==> src/hdl/plep_pkg.sv <==
// Types, codes and helper functions shared by the packed list entry parser.
`timescale 1ns / 1ps

package plep_pkg;

	// Parse phase of the entry decoder.
	typedef enum logic [2:0] {
		PH_ENC   = 3'd0,
		PH_INT   = 3'd1,
		PH_LEN   = 3'd2,
		PH_STR   = 3'd3,
		PH_BACK  = 3'd4,
		PH_DRAIN = 3'd5
	} phase_t;

	// Result kinds.
	localparam logic [2:0] KIND_INT   = 3'd0;
	localparam logic [2:0] KIND_START = 3'd1;
	localparam logic [2:0] KIND_BYTE  = 3'd2;
	localparam logic [2:0] KIND_DONE  = 3'd3;
	localparam logic [2:0] KIND_END   = 3'd4;
	localparam logic [2:0] KIND_ERR   = 3'd5;

	// Error causes.
	localparam logic [1:0] ERR_BAD_ENC   = 2'd0;
	localparam logic [1:0] ERR_TRUNC     = 2'd1;
	localparam logic [1:0] ERR_AFTER_END = 2'd2;

	// Entry encodings.
	localparam logic [3:0] ENC_UINT7 = 4'd0;
	localparam logic [3:0] ENC_STR6  = 4'd1;
	localparam logic [3:0] ENC_INT13 = 4'd2;
	localparam logic [3:0] ENC_STR12 = 4'd3;
	localparam logic [3:0] ENC_STR32 = 4'd4;
	localparam logic [3:0] ENC_INT16 = 4'd5;
	localparam logic [3:0] ENC_INT24 = 4'd6;
	localparam logic [3:0] ENC_INT32 = 4'd7;
	localparam logic [3:0] ENC_INT64 = 4'd8;

	localparam logic [7:0] END_MARKER = 8'hFF;

	// One result item as it leaves the decode logic.
	typedef struct packed {
		logic        valid;
		logic [2:0]  kind;
		logic [63:0] int_value;
		logic [31:0] str_len;
		logic [7:0]  data_byte;
		logic [1:0]  error_cause;
	} result_t;

	// Number of back-length bytes that follow a payload of the given size.
	function automatic logic [2:0] trailer_len(input logic [32:0] payload);
		logic [2:0] size;
		if (payload <= 33'd127)
			size = 3'd1;
		else if (payload < 33'd16384)
			size = 3'd2;
		else if (payload < 33'd2097152)
			size = 3'd3;
		else if (payload < 33'd268435456)
			size = 3'd4;
		else
			size = 3'd5;
		return size;
	endfunction

	// Data bytes of a little-endian integer encoding.
	function automatic logic [3:0] int_total(input logic [3:0] enc);
		logic [3:0] total;
		case (enc)
			ENC_INT16: total = 4'd2;
			ENC_INT24: total = 4'd3;
			ENC_INT32: total = 4'd4;
			ENC_INT64: total = 4'd8;
			default:   total = 4'd1;
		endcase
		return total;
	endfunction

	function automatic logic [63:0] sign_extend(input logic [3:0] enc, input logic [63:0] v);
		logic [63:0] r;
		case (enc)
			ENC_INT13: r = {{51{v[12]}}, v[12:0]};
			ENC_INT16: r = {{48{v[15]}}, v[15:0]};
			ENC_INT24: r = {{40{v[23]}}, v[23:0]};
			ENC_INT32: r = {{32{v[31]}}, v[31:0]};
			default:   r = v;
		endcase
		return r;
	endfunction

endpackage

==> src/hdl/packed_list_entry_parser_unit.sv <==
// Byte-serial decoder for the entry area of a packed list.
`timescale 1ns / 1ps

// The parser takes one byte of the entry area per transfer, with buffer_last
// marking the final byte of the buffer, and gives at most one result per byte:
// an integer (sign-extended, once its back-length has been skipped), a string
// start with its length, one result per string data byte, a string done, a list
// end, or an error. It sustains one byte per clock cycle while no result waits on a
// stalled output; a byte passes through an input register and a result register
// before its result appears on the outputs. Bytes that produce no result never
// wait on a stalled output.
module packed_list_entry_parser_unit
	import plep_pkg::*;
(
	input  logic               clk,
	input  logic               arst_n,
	input  logic               in_valid,
	output logic               in_stall,
	input  logic [7:0]         in_byte,
	input  logic               buffer_last,
	output logic               out_valid,
	input  logic               out_stall,
	output logic [2:0]         kind,
	output logic signed [63:0] int_value,
	output logic [31:0]        str_len,
	output logic [7:0]         data_byte,
	output logic [1:0]         error_cause
);

	// Input register.
	logic       valid_s1;
	logic [7:0] byte_s1;
	logic       last_s1;

	// Parse state.
	phase_t      phase_q, phase_d;
	logic [3:0]  enc_q, enc_d;
	logic [63:0] acc_q, acc_d;
	logic [31:0] rem_q, rem_d;
	logic [32:0] payload_q, payload_d;
	logic [2:0]  blrem_q, blrem_d;

	// Result register.
	logic        out_valid_s2;
	logic [2:0]  kind_s2;
	logic [63:0] int_value_s2;
	logic [31:0] str_len_s2;
	logic [7:0]  data_byte_s2;
	logic [1:0]  cause_s2;

	result_t res;
	logic    advance;

	// Shared data path terms.
	logic [2:0]  int_idx;
	logic [63:0] int_acc;
	logic [1:0]  len_idx;
	logic [63:0] len_acc;
	logic [31:0] len12;
	logic        rem_one;

	assign int_idx = 3'(int_total(enc_q) - rem_q[3:0]);
	assign int_acc = (enc_q == ENC_INT13) ? {acc_q[55:0], byte_s1}
		: (acc_q | (64'(byte_s1) << {int_idx, 3'b000}));
	assign len_idx = 2'(3'd4 - rem_q[2:0]);
	assign len_acc = acc_q | (64'(byte_s1) << {len_idx, 3'b000});
	assign len12   = {acc_q[23:0], byte_s1};
	assign rem_one = (rem_q == 32'd1);

	// Next parse state.
	always_comb begin
		phase_d   = phase_q;
		enc_d     = enc_q;
		acc_d     = acc_q;
		rem_d     = rem_q;
		payload_d = payload_q;
		blrem_d   = blrem_q;
		case (phase_q)
			PH_DRAIN: begin
				if (last_s1)
					phase_d = PH_ENC;
			end
			PH_INT: begin
				if (last_s1) begin
					phase_d = PH_ENC;
				end else begin
					acc_d = int_acc;
					rem_d = rem_q - 32'd1;
					if (rem_one) begin
						acc_d   = sign_extend(enc_q, int_acc);
						blrem_d = trailer_len(payload_q);
						phase_d = PH_BACK;
					end
				end
			end
			PH_LEN: begin
				if (last_s1) begin
					phase_d = PH_ENC;
				end else if (enc_q == ENC_STR12) begin
					payload_d = 33'd2 + 33'(len12);
					acc_d     = 64'(len12);
					if (len12 != 32'd0) begin
						rem_d   = len12;
						phase_d = PH_STR;
					end else begin
						blrem_d = trailer_len(33'd2 + 33'(len12));
						phase_d = PH_BACK;
					end
				end else begin
					acc_d = len_acc;
					rem_d = rem_q - 32'd1;
					if (rem_one) begin
						payload_d = 33'd5 + 33'(len_acc[31:0]);
						acc_d     = 64'(len_acc[31:0]);
						if (len_acc[31:0] != 32'd0) begin
							rem_d   = len_acc[31:0];
							phase_d = PH_STR;
						end else begin
							blrem_d = trailer_len(33'd5 + 33'(len_acc[31:0]));
							phase_d = PH_BACK;
						end
					end
				end
			end
			PH_STR: begin
				if (last_s1) begin
					phase_d = PH_ENC;
				end else begin
					rem_d = rem_q - 32'd1;
					if (rem_one) begin
						blrem_d = trailer_len(payload_q);
						phase_d = PH_BACK;
					end
				end
			end
			PH_BACK: begin
				if (last_s1) begin
					phase_d = PH_ENC;
				end else begin
					blrem_d = blrem_q - 3'd1;
					if (blrem_q == 3'd1)
						phase_d = PH_ENC;
				end
			end
			default: begin
				phase_d = PH_ENC;
				if (byte_s1 == END_MARKER) begin
					if (!last_s1)
						phase_d = PH_DRAIN;
				end else if (byte_s1 inside {[8'hF5:8'hFE]}) begin
					if (!last_s1)
						phase_d = PH_DRAIN;
				end else if (!last_s1) begin
					acc_d = '0;
					if (!byte_s1[7]) begin
						enc_d     = ENC_UINT7;
						acc_d     = 64'(byte_s1);
						payload_d = 33'd1;
						blrem_d   = trailer_len(33'd1);
						phase_d   = PH_BACK;
					end else if (byte_s1[7:6] == 2'b10) begin
						enc_d     = ENC_STR6;
						payload_d = 33'd1 + 33'(byte_s1[5:0]);
						acc_d     = 64'(byte_s1[5:0]);
						if (byte_s1[5:0] != 6'd0) begin
							rem_d   = 32'(byte_s1[5:0]);
							phase_d = PH_STR;
						end else begin
							blrem_d = trailer_len(33'd1);
							phase_d = PH_BACK;
						end
					end else if (byte_s1[7:5] == 3'b110) begin
						enc_d     = ENC_INT13;
						acc_d     = 64'(byte_s1[4:0]);
						rem_d     = 32'd1;
						payload_d = 33'd2;
						phase_d   = PH_INT;
					end else if (byte_s1[7:4] == 4'b1110) begin
						enc_d   = ENC_STR12;
						acc_d   = 64'(byte_s1[3:0]);
						rem_d   = 32'd1;
						phase_d = PH_LEN;
					end else if (byte_s1 == 8'hF0) begin
						enc_d   = ENC_STR32;
						rem_d   = 32'd4;
						phase_d = PH_LEN;
					end else begin
						// The four fixed-width integers follow 0xF0 in order of size.
						enc_d     = ENC_INT16 + 4'(byte_s1[2:0] - 3'd1);
						rem_d     = 32'(int_total(ENC_INT16 + 4'(byte_s1[2:0] - 3'd1)));
						payload_d = 33'd1
							+ 33'(int_total(ENC_INT16 + 4'(byte_s1[2:0] - 3'd1)));
						phase_d   = PH_INT;
					end
				end
			end
		endcase
	end

	// Result for the byte in the input register.
	always_comb begin
		res = '0;
		case (phase_q)
			PH_DRAIN: begin
				res.valid = 1'b0;
			end
			PH_INT: begin
				if (last_s1) begin
					res.valid       = 1'b1;
					res.kind        = KIND_ERR;
					res.error_cause = ERR_TRUNC;
				end
			end
			PH_LEN: begin
				if (last_s1) begin
					res.valid       = 1'b1;
					res.kind        = KIND_ERR;
					res.error_cause = ERR_TRUNC;
				end else if (enc_q == ENC_STR12) begin
					res.valid   = 1'b1;
					res.kind    = KIND_START;
					res.str_len = len12;
				end else if (rem_one) begin
					res.valid   = 1'b1;
					res.kind    = KIND_START;
					res.str_len = len_acc[31:0];
				end
			end
			PH_STR: begin
				res.valid = 1'b1;
				if (last_s1) begin
					res.kind        = KIND_ERR;
					res.error_cause = ERR_TRUNC;
				end else begin
					res.kind      = KIND_BYTE;
					res.data_byte = byte_s1;
				end
			end
			PH_BACK: begin
				if (last_s1) begin
					res.valid       = 1'b1;
					res.kind        = KIND_ERR;
					res.error_cause = ERR_TRUNC;
				end else if (blrem_q == 3'd1) begin
					res.valid = 1'b1;
					if (enc_q == ENC_STR6 || enc_q == ENC_STR12 || enc_q == ENC_STR32) begin
						res.kind = KIND_DONE;
					end else begin
						res.kind      = KIND_INT;
						res.int_value = acc_q;
					end
				end
			end
			default: begin
				if (byte_s1 == END_MARKER) begin
					res.valid = 1'b1;
					if (last_s1) begin
						res.kind = KIND_END;
					end else begin
						res.kind        = KIND_ERR;
						res.error_cause = ERR_AFTER_END;
					end
				end else if (byte_s1 inside {[8'hF5:8'hFE]}) begin
					res.valid       = 1'b1;
					res.kind        = KIND_ERR;
					res.error_cause = ERR_BAD_ENC;
				end else if (last_s1) begin
					res.valid       = 1'b1;
					res.kind        = KIND_ERR;
					res.error_cause = ERR_TRUNC;
				end else if (byte_s1[7:6] == 2'b10) begin
					res.valid   = 1'b1;
					res.kind    = KIND_START;
					res.str_len = 32'(byte_s1[5:0]);
				end
			end
		endcase
	end

	// A byte moves on unless it has a result and the result register is held.
	assign advance  = valid_s1 && (!res.valid || !out_valid_s2 || !out_stall);
	assign in_stall = valid_s1 && !advance;

	always_ff @(posedge clk or negedge arst_n) begin
		if (!arst_n) begin
			valid_s1 <= 1'b0;
		end else if (!in_stall) begin
			valid_s1 <= in_valid;
		end
	end

	always_ff @(posedge clk) begin
		if (in_valid && !in_stall) begin
			byte_s1 <= in_byte;
			last_s1 <= buffer_last;
		end
	end

	always_ff @(posedge clk or negedge arst_n) begin
		if (!arst_n) begin
			phase_q   <= PH_ENC;
			enc_q     <= ENC_UINT7;
			acc_q     <= '0;
			rem_q     <= '0;
			payload_q <= '0;
			blrem_q   <= '0;
		end else if (advance) begin
			phase_q   <= phase_d;
			enc_q     <= enc_d;
			acc_q     <= acc_d;
			rem_q     <= rem_d;
			payload_q <= payload_d;
			blrem_q   <= blrem_d;
		end
	end

	always_ff @(posedge clk or negedge arst_n) begin
		if (!arst_n) begin
			out_valid_s2 <= 1'b0;
		end else if (advance && res.valid) begin
			out_valid_s2 <= 1'b1;
		end else if (!out_stall) begin
			out_valid_s2 <= 1'b0;
		end
	end

	always_ff @(posedge clk) begin
		if (advance && res.valid) begin
			kind_s2      <= res.kind;
			int_value_s2 <= res.int_value;
			str_len_s2   <= res.str_len;
			data_byte_s2 <= res.data_byte;
			cause_s2     <= res.error_cause;
		end
	end

	assign out_valid   = out_valid_s2;
	assign kind        = kind_s2;
	assign int_value   = signed'(int_value_s2);
	assign str_len     = str_len_s2;
	assign data_byte   = data_byte_s2;
	assign error_cause = cause_s2;

endmodule
==> config.mk <==
export PLATFORM = sky130hd
export DESIGN_NAME = packed_list_entry_parser_unit
export DESIGN_NICKNAME = d
export VERILOG_FILES = /design/src/hdl/plep_pkg.sv /design/src/hdl/packed_list_entry_parser_unit.sv
export SDC_FILE = /design/constraint.sdc
export NUM_CORES = 1
export LEC_CHECK = 0
export BUFFER_PORTS_ARGS = -buffer_cell sky130_fd_sc_hd__buf_2
export CELL_PAD_IN_SITES_DETAIL_PLACEMENT = 2
export CELL_PAD_IN_SITES_GLOBAL_PLACEMENT = 2
export CORE_MARGIN = 5
export CORE_UTILIZATION = 38
export CTS_CLUSTER_DIAMETER = 60
export DETAILED_ROUTE_END_ITERATION = 16
export PLACE_DENSITY = 0.87
export SYNTH_ARGS = -nofsm -noshare
export SYNTH_HDL_FRONTEND = slang
export SYNTH_SLANG_ARGS = --single-unit
==> constraint.sdc <==
create_clock -name clk -period 11.3 [get_ports clk]
set_clock_uncertainty 0.15 [all_clocks]
set_input_delay 0 -clock clk [delete_from_list [all_inputs] [get_ports clk]]
set_output_delay 0 -clock clk [all_outputs]
set_load 0.01 [all_outputs]
# Word-level counts from Yosys, hierarchy flattened
# Cells that the tools add are included.
classes:
  addsub: 10
  n_lt_le_gt_ge: 14
  eq_ne: 50
  n_shift: 2
  n_mux: 138
  n_bitwise: 13
  reduce_logical: 32
op_table:
  columns: ["operator", "count"]
  rows:
  - ["$mux W64", 10]
  - ["$mux W32", 15]
  - ["$mux W33", 11]
  - ["$pmux W64 S4", 1]
  - ["$pmux W64 S3", 1]
  - ["$or A64 B64 Y64", 2]
  - ["$mux W3", 41]
  - ["$mux W4", 27]
  - ["$le A33 B7 Y1 const B", 3]
  - ["$lt A33 B15 Y1 const B", 3]
  - ["$lt A33 B22 Y1 const B", 3]
  - ["$lt A33 B29 Y1 const B", 3]
  - ["$pmux W32 S3", 1]
  - ["$mux W68", 1]
  - ["$pmux W33 S2", 1]
  - ["$pmux W32 S2", 1]
  - ["$reduce_bool A32 Y1", 2]
  - ["$shl A8 B5 Y64", 1]
  - ["$shl A8 B6 Y64", 1]
  - ["$pmux W3 S4", 3]
  - ["$add A2 B32 Y33 const A", 1]
  - ["$add A3 B32 Y33 const A", 1]
  - ["$eq A32 B1 Y1 const B", 1]
  - ["$sub A32 B1 Y32 const B", 1]
  - ["other kinds (52)", 124]
totals:
  regBits: 259
  input_bits: 13
  output_inout_bits: 111

# Logic depth before layout (Yosys ltp)
depth:
  ltp_word: 23
  ltp_mapped: 19
  mapped_depth_nobuf: 14

# Worst setup path after synthesis
# Ideal clock, no wire load.
synth_timing:
  path_kind: "reg-to-reg"
  start: "reg byte_s1[2]"
  end: "reg data_byte_s2[0] (netlist: data_byte[0]), enable pin"
  setup_time_ns: 0.710
  t_arrival_ns: 9.328
  required_time_ns: 10.440
  path_slack_ns: 1.112
  path_stages_with_launch: 8
  period_less_slack_ns: 10.188
  path_cell_list: "edfxtp_1 ha_1 and3_1 a211oi_2 o21ai_2 a2111oi_4 o31ai_1 nor3_1"
synth_between:
  elab_chain_cells: 10
  word_cells_on_any_way: 12
  cone_classes: "2 x order compare; 1 x eq/ne; 3 x mux; 6 x reduce/logical"
synth_lines:
  columns: ["item", "line_no", "text"]
  rows:
  - ["start, declared", "packed_list_entry_parser_unit.sv:32", "logic [7:0] byte_s1;"]
  - ["start signal, assigned", "packed_list_entry_parser_unit.sv:294", "byte_s1 <= in_byte;"]
  - ["$ge A8 B8 Y1 / $le A8 B8 Y1 (equally long branches)", "packed_list_entry_parser_unit.sv:263", "end else if (byte_s1 inside {[8'hF5:8'hFE]}) begin"]
  - ["$logic_and A1 B1 Y1", "packed_list_entry_parser_unit.sv:263", null]
  - ["$mux W4", "packed_list_entry_parser_unit.sv:263", null]
  - ["$mux W4 (*)", "packed_list_entry_parser_unit.sv:255", "if (byte_s1 == END_MARKER) begin"]
  - ["$pmux W1 S5 (*)", "packed_list_entry_parser_unit.sv:203", "case (phase_q)"]
  - ["$logic_not A1 Y1", "packed_list_entry_parser_unit.sv:281", "assign advance = valid_s1 && (!res.valid || !out_valid_s2 || !out_stall);"]
  - ["$logic_or A1 B1 Y1 (2 in series)", "packed_list_entry_parser_unit.sv:281", null]
  - ["$logic_and A1 B1 Y1", "packed_list_entry_parser_unit.sv:281", null]
  - ["$logic_and A1 B1 Y1 (*)", "packed_list_entry_parser_unit.sv:328", "if (advance && res.valid) begin"]
  - ["end signal, assigned", "packed_list_entry_parser_unit.sv:332", "data_byte_s2 <= res.data_byte;"]
  - ["end, declared", "packed_list_entry_parser_unit.sv:48", "logic [7:0] data_byte_s2;"]
# Mark *: on every way between the ends. The rest lies on a longest branch, timed or not.
# A chain may end at the register's enable or synchronous reset.

# Worst setup path after layout
layout_timing:
  start: "reg rem_q[0]"
  end: "reg rem_q[25]"
layout_between:
  elab_chain_cells: 10
  word_cells_on_any_way: 21
  cone_classes: "2 x add/sub; 1 x eq/ne; 1 x shift; 10 x mux; 1 x bitwise; 6 x reduce/logical"
layout_lines:
  columns: ["item", "line_no", "text"]
  rows:
  - ["start, declared", "packed_list_entry_parser_unit.sv:39", "logic [31:0] rem_q, rem_d;"]
  - ["start signal, assigned", "packed_list_entry_parser_unit.sv:311", "rem_q <= rem_d;"]
  - ["branches (longest 10 deep; another with $sub A1 B2 Y2)", null, null]
# Parallel ways; which one is timed is not known. The select of a mux whose other input is x is not followed.

==> results by group <==
Finish
  – Area Growth Syn to Fin: 14.7%
  – Final nets: ~1900
  – Multi-input logic area: roughly 8200 um^2
  – Storage cell area: between 6000 and 7000 um^2
  – Share of layout cells above drive strength 1: between 10% and 20%
  – Final instance area: ~18000 um^2
  – Filler cell count in the final layout: 4433

Die
  – Die area: 46000 um^2
  – Ports: 124
  – Starting density of the core: 38.1%
  – Core Region: between 40000 and 50000 um^2
  – Row cnt: 75
  – Die height: about 210 um
  – Die X: about 210 um

Routing
  – Avg WL per Cell: between 30 and 40 um
  – Drt drc: 0
  – DRT antenna net count: 0
  – Initial detailed-routing violation count: about 2000
  – Vias: ~17000
  – Vias/cell: between 6 and 7
  – Pre-antenna DRT Iters: 5
  – Detailed Route WL: 81200 um

Timing
  – Setup WS post-layout: around 5.6 ns
  – Tmin final: between 5 and 6 ns
  – Crit share post-route: about half
  – Fmax: between 150 and 200 MHz
  – Fin. Hold Viols: 0
  – Worst Max-Slew Pin Slew: roughly 1.3 ns
  – RSZ-0062 raised after global routing: no
  – Post-Route Setup TNS: 0 ns
  – Setup violations, final: 0
  – Slew headroom: about a tenth
  – Final slew viol count: 0

Power
  – Power Total: ~5.8 mW
  – Proportion of power drawn by flip-flops and latches: approximately 31%
  – Internal Power: ~2.8 mW
  – Static Leak: approximately 7.0 nW
  – IR drop worst, VDD: 0.121 mV
  – Clock power share: 19.4%
  – Combinational Power Share: about half
  – NetSw: ~3 mW
  – Sw frac: 51.3%
  – Power Dens Cells: about 320 nW/um^2

Place
  – PortBufs: around 120
  – GP Congestion: between 0.9 and 1
  – Pre-CTS WS: just under 6 ns
  – Dpl hpwl: slightly above 50000 um
  – Dpl cell area: between 15000 and 20000 um^2

Setup path
  – Largest delay share family, worst path: compound AO/OA/AOI/OAI gates
  – CP Launch Type: flop
  – Reg2Reg Depth: 13
  – CP dominant cell by count: ha_1
  – CP cell instances: inv_1 -> ha_1 -> nor2_2 -> a21oi_1 -> ha_1 -> nor3b_1 -> nand4_1 -> a2111oi_2 -> a31o_1 -> nand2_1 -> o21ai_0 -> a22oi_1 -> o22ai_1
  – CP Data Required Time: roughly 12 ns
  – CP max FO: 21
  – Largest stage delay on the critical path: 0.78 ns
  – Endpoint class of the critical path: flop
  – Critical path class: flop to flop
  – WP buf/inv: 1
  – Worst path slowest cell: dfrtp_1
  – Crit path DAT: a little over 6 ns
  – Critical path depth: 13

Synthesis
  – Number of cells produced by synthesis: ~1800
  – Post-synthesis net count: between 1500 and 2000
  – Top_reg_cell synth: dfrtp_1
  – Asr flop ratio synth: between 50% and 60%
  – Synth top area share: between 20% and 30%
  – Cell accounting for the most synthesized area: edfxtp_1
  – Post-synth EDFFs: approximately 120
  – Synth Warn #: 0
  – Cell Area, Synth: roughly 16000 um^2
  – Unique masters post-synth: 89
  – Syn Area/Cell: slightly below 9 um^2
  – Flops & latches, synth: 252
  – Sequential cell area fraction in the yosys report: between 40% and 50%
  – Synth top area cells: edfxtp_1, dfrtp_1, nor2_1

Global route
  – Antenna violations before repair: 1
  – Largest net degree at the start of global routing: 81
  – First-pass GRT wire length: between 100000 and 150000 um
  – Global route overflow: 0
  – Gr usage total: 33.8%
  – Number of global-route vias before repair: roughly 18000

Clocking
  – Clk buf depth: 3
  – # H-tree levels: 2
  – Clock-pin slew on the worst setup and hold paths: about 0.06 ns
  – TritonCTS clock tree: done
  – CTS resizes: 0
  – Clock latency at the later pin of the worst-skew pair: roughly 0.57 ns
  – Clk sinks: 252
  – Hold_buf cts: 15
  – Postcts setup bufs: 0
  – Num CTS Buffers: 35
  – Clock Root Buffer: clkbuf_16

Run
  – # Max-Cap Violations: 0

Hold path
  – Worst min path class: input pin to flop
  – Hold Path Depth: 2

Outcome
  – Status: finished clean
worst paths after layout:
check                                    from       endpoint  slack [ns]
max in group asynchronous              arst_n       rem_q[4]        9.39
worst max register to register       rem_q[0]      rem_q[25]        5.58
worst min register to register  payload_q[28]  payload_q[28]        0.35
worst max-delay path                 rem_q[0]      rem_q[25]        5.58
min in group asynchronous              arst_n      rem_q[18]        0.37
worst min-delay path               in_byte[1]     byte_s1[1]       0.009
Yosys cell counts, drive strengths merged (10+ instances only):
cell	count
o21ai	147
o31ai	16
or3	11
nand2b	19
xnor2	33
ha	15
nand4	20
nor2b	20
nand2	132
edfxtp	118
a22o	40
a211oi	75
nor2	198
a31oi	21
o22ai	30
dfrtp	134
inv	49
nand3	33
nor3	53
o2111ai	10
a21o	11
a211o	10
and2	72
nor4	28
o21a	11
a22oi	11
buf	47
a21oi	131
xor2	30
clkbuf	122
stage by stage:
| stage | util [%] | cells | hold slack, ns |
|---|---|---|---|
| finish | 43.7 | 2421 | 0.00870 |
| global route | 43.7 | 2420 | 0.0274 |
| CTS | 43.7 | 2420 | 0.0113 |
| detailed placement | 40.6 | 2342 | -0.0475 |
| global placement | 40.6 | 2342 | -0.0540 |
| floorplan | - | 1801 | -0.446 |
registers in the layout, indices dropped and copies added (netlist names):
signal	count
str_len	32
acc_q	64
last_s1	1
int_value	64
error_cause	2
enc_q	4
payload_q	26
kind	3
rem_q	32
data_byte	8
valid_s1	1
out_valid	1
blrem_q	3
phase_q	3
byte_s1	8
worst reg2reg max path, cell delays in order, from the launching register on:
cell	delay, ns
dfrtp_1	0.78
inv_1	0.26
ha_1	0.74
nor2_2	0.27
a21oi_1	0.42
ha_1	0.23
nor3b_1	0.22
nand4_1	0.15
a2111oi_2	0.53
a31o_1	0.47
nand2_1	0.50
o21ai_0	0.41
a22oi_1	0.15
o22ai_1	0.32
cells in the final DEF, fill, tap and decap left out, types with 20 or more instances in the layout:
master,count
dfrtp_1,134
o21ai_0,133
and2_1,72
clkbuf_16,35
xor2_1,30
xnor2_1,33
nand2_1,132
nor4_1,22
a21oi_1,131
nor2_1,196
o22ai_1,30
nor3_1,49
buf_4,48
inv_1,48
edfxtp_1,118
a22o_1,40
nand3_1,32
buf_2,122
a31oi_1,20
a211oi_1,72
power by group through the flow:
stage          combinational [mW]  clock [mW]  sequential (mW)
2_1_floorplan                1.71           0             1.63
6_report                     2.92        1.13             1.77
5_1_grt                      3.03        1.17             1.79
3_3_place_gp                 2.55           0             1.70
3_5_place_dp                 2.70           0             1.75
4_1_cts                      2.81        1.13             1.75
per-layer routing:
| layer | part of all wire (%) | global-route usage [%] | wire length, um |
|---|---|---|---|
| met1 | 37 | 41.5 | 30000 |
| met2 | 47 | 55.7 | 37900 |
| met3 | 9.1 | 6.21 | 7380 |
| met4 | 7.2 | 19.8 | 5840 |
| met5 | 0 | 0 | 0 |
cell families (layout without fill, tap and decap cells):
kind of cell | after synthesis | after routing | share of synthesized area (%)
compound gates | 605 | 605 | 25.6
mux | 10 | 10 | 0.677
simple gates | 637 | 637 | 20.0
buf+inv | 218 | 298 | 5.54
flops | 252 | 252 | 43.4
xor+xnor | 63 | 63 | 3.47
fa+ha+maj | 16 | 16 | 1.31
other cells | 0 | 1 | 0
area by class of cell:
cell class	count	area share, %
Antenna cell	1	0.0137
Clock buffer	44	5.21
Clock inverter	19	1.06
Inverter	49	1.01
Multi-Input combinational cell	1331	44.8
Sequential cell	252	37.9
Tap cell	539	3.70
Timing Repair Buffer	186	6.31
No activity file was read; power rests on OpenSTA's default activity.
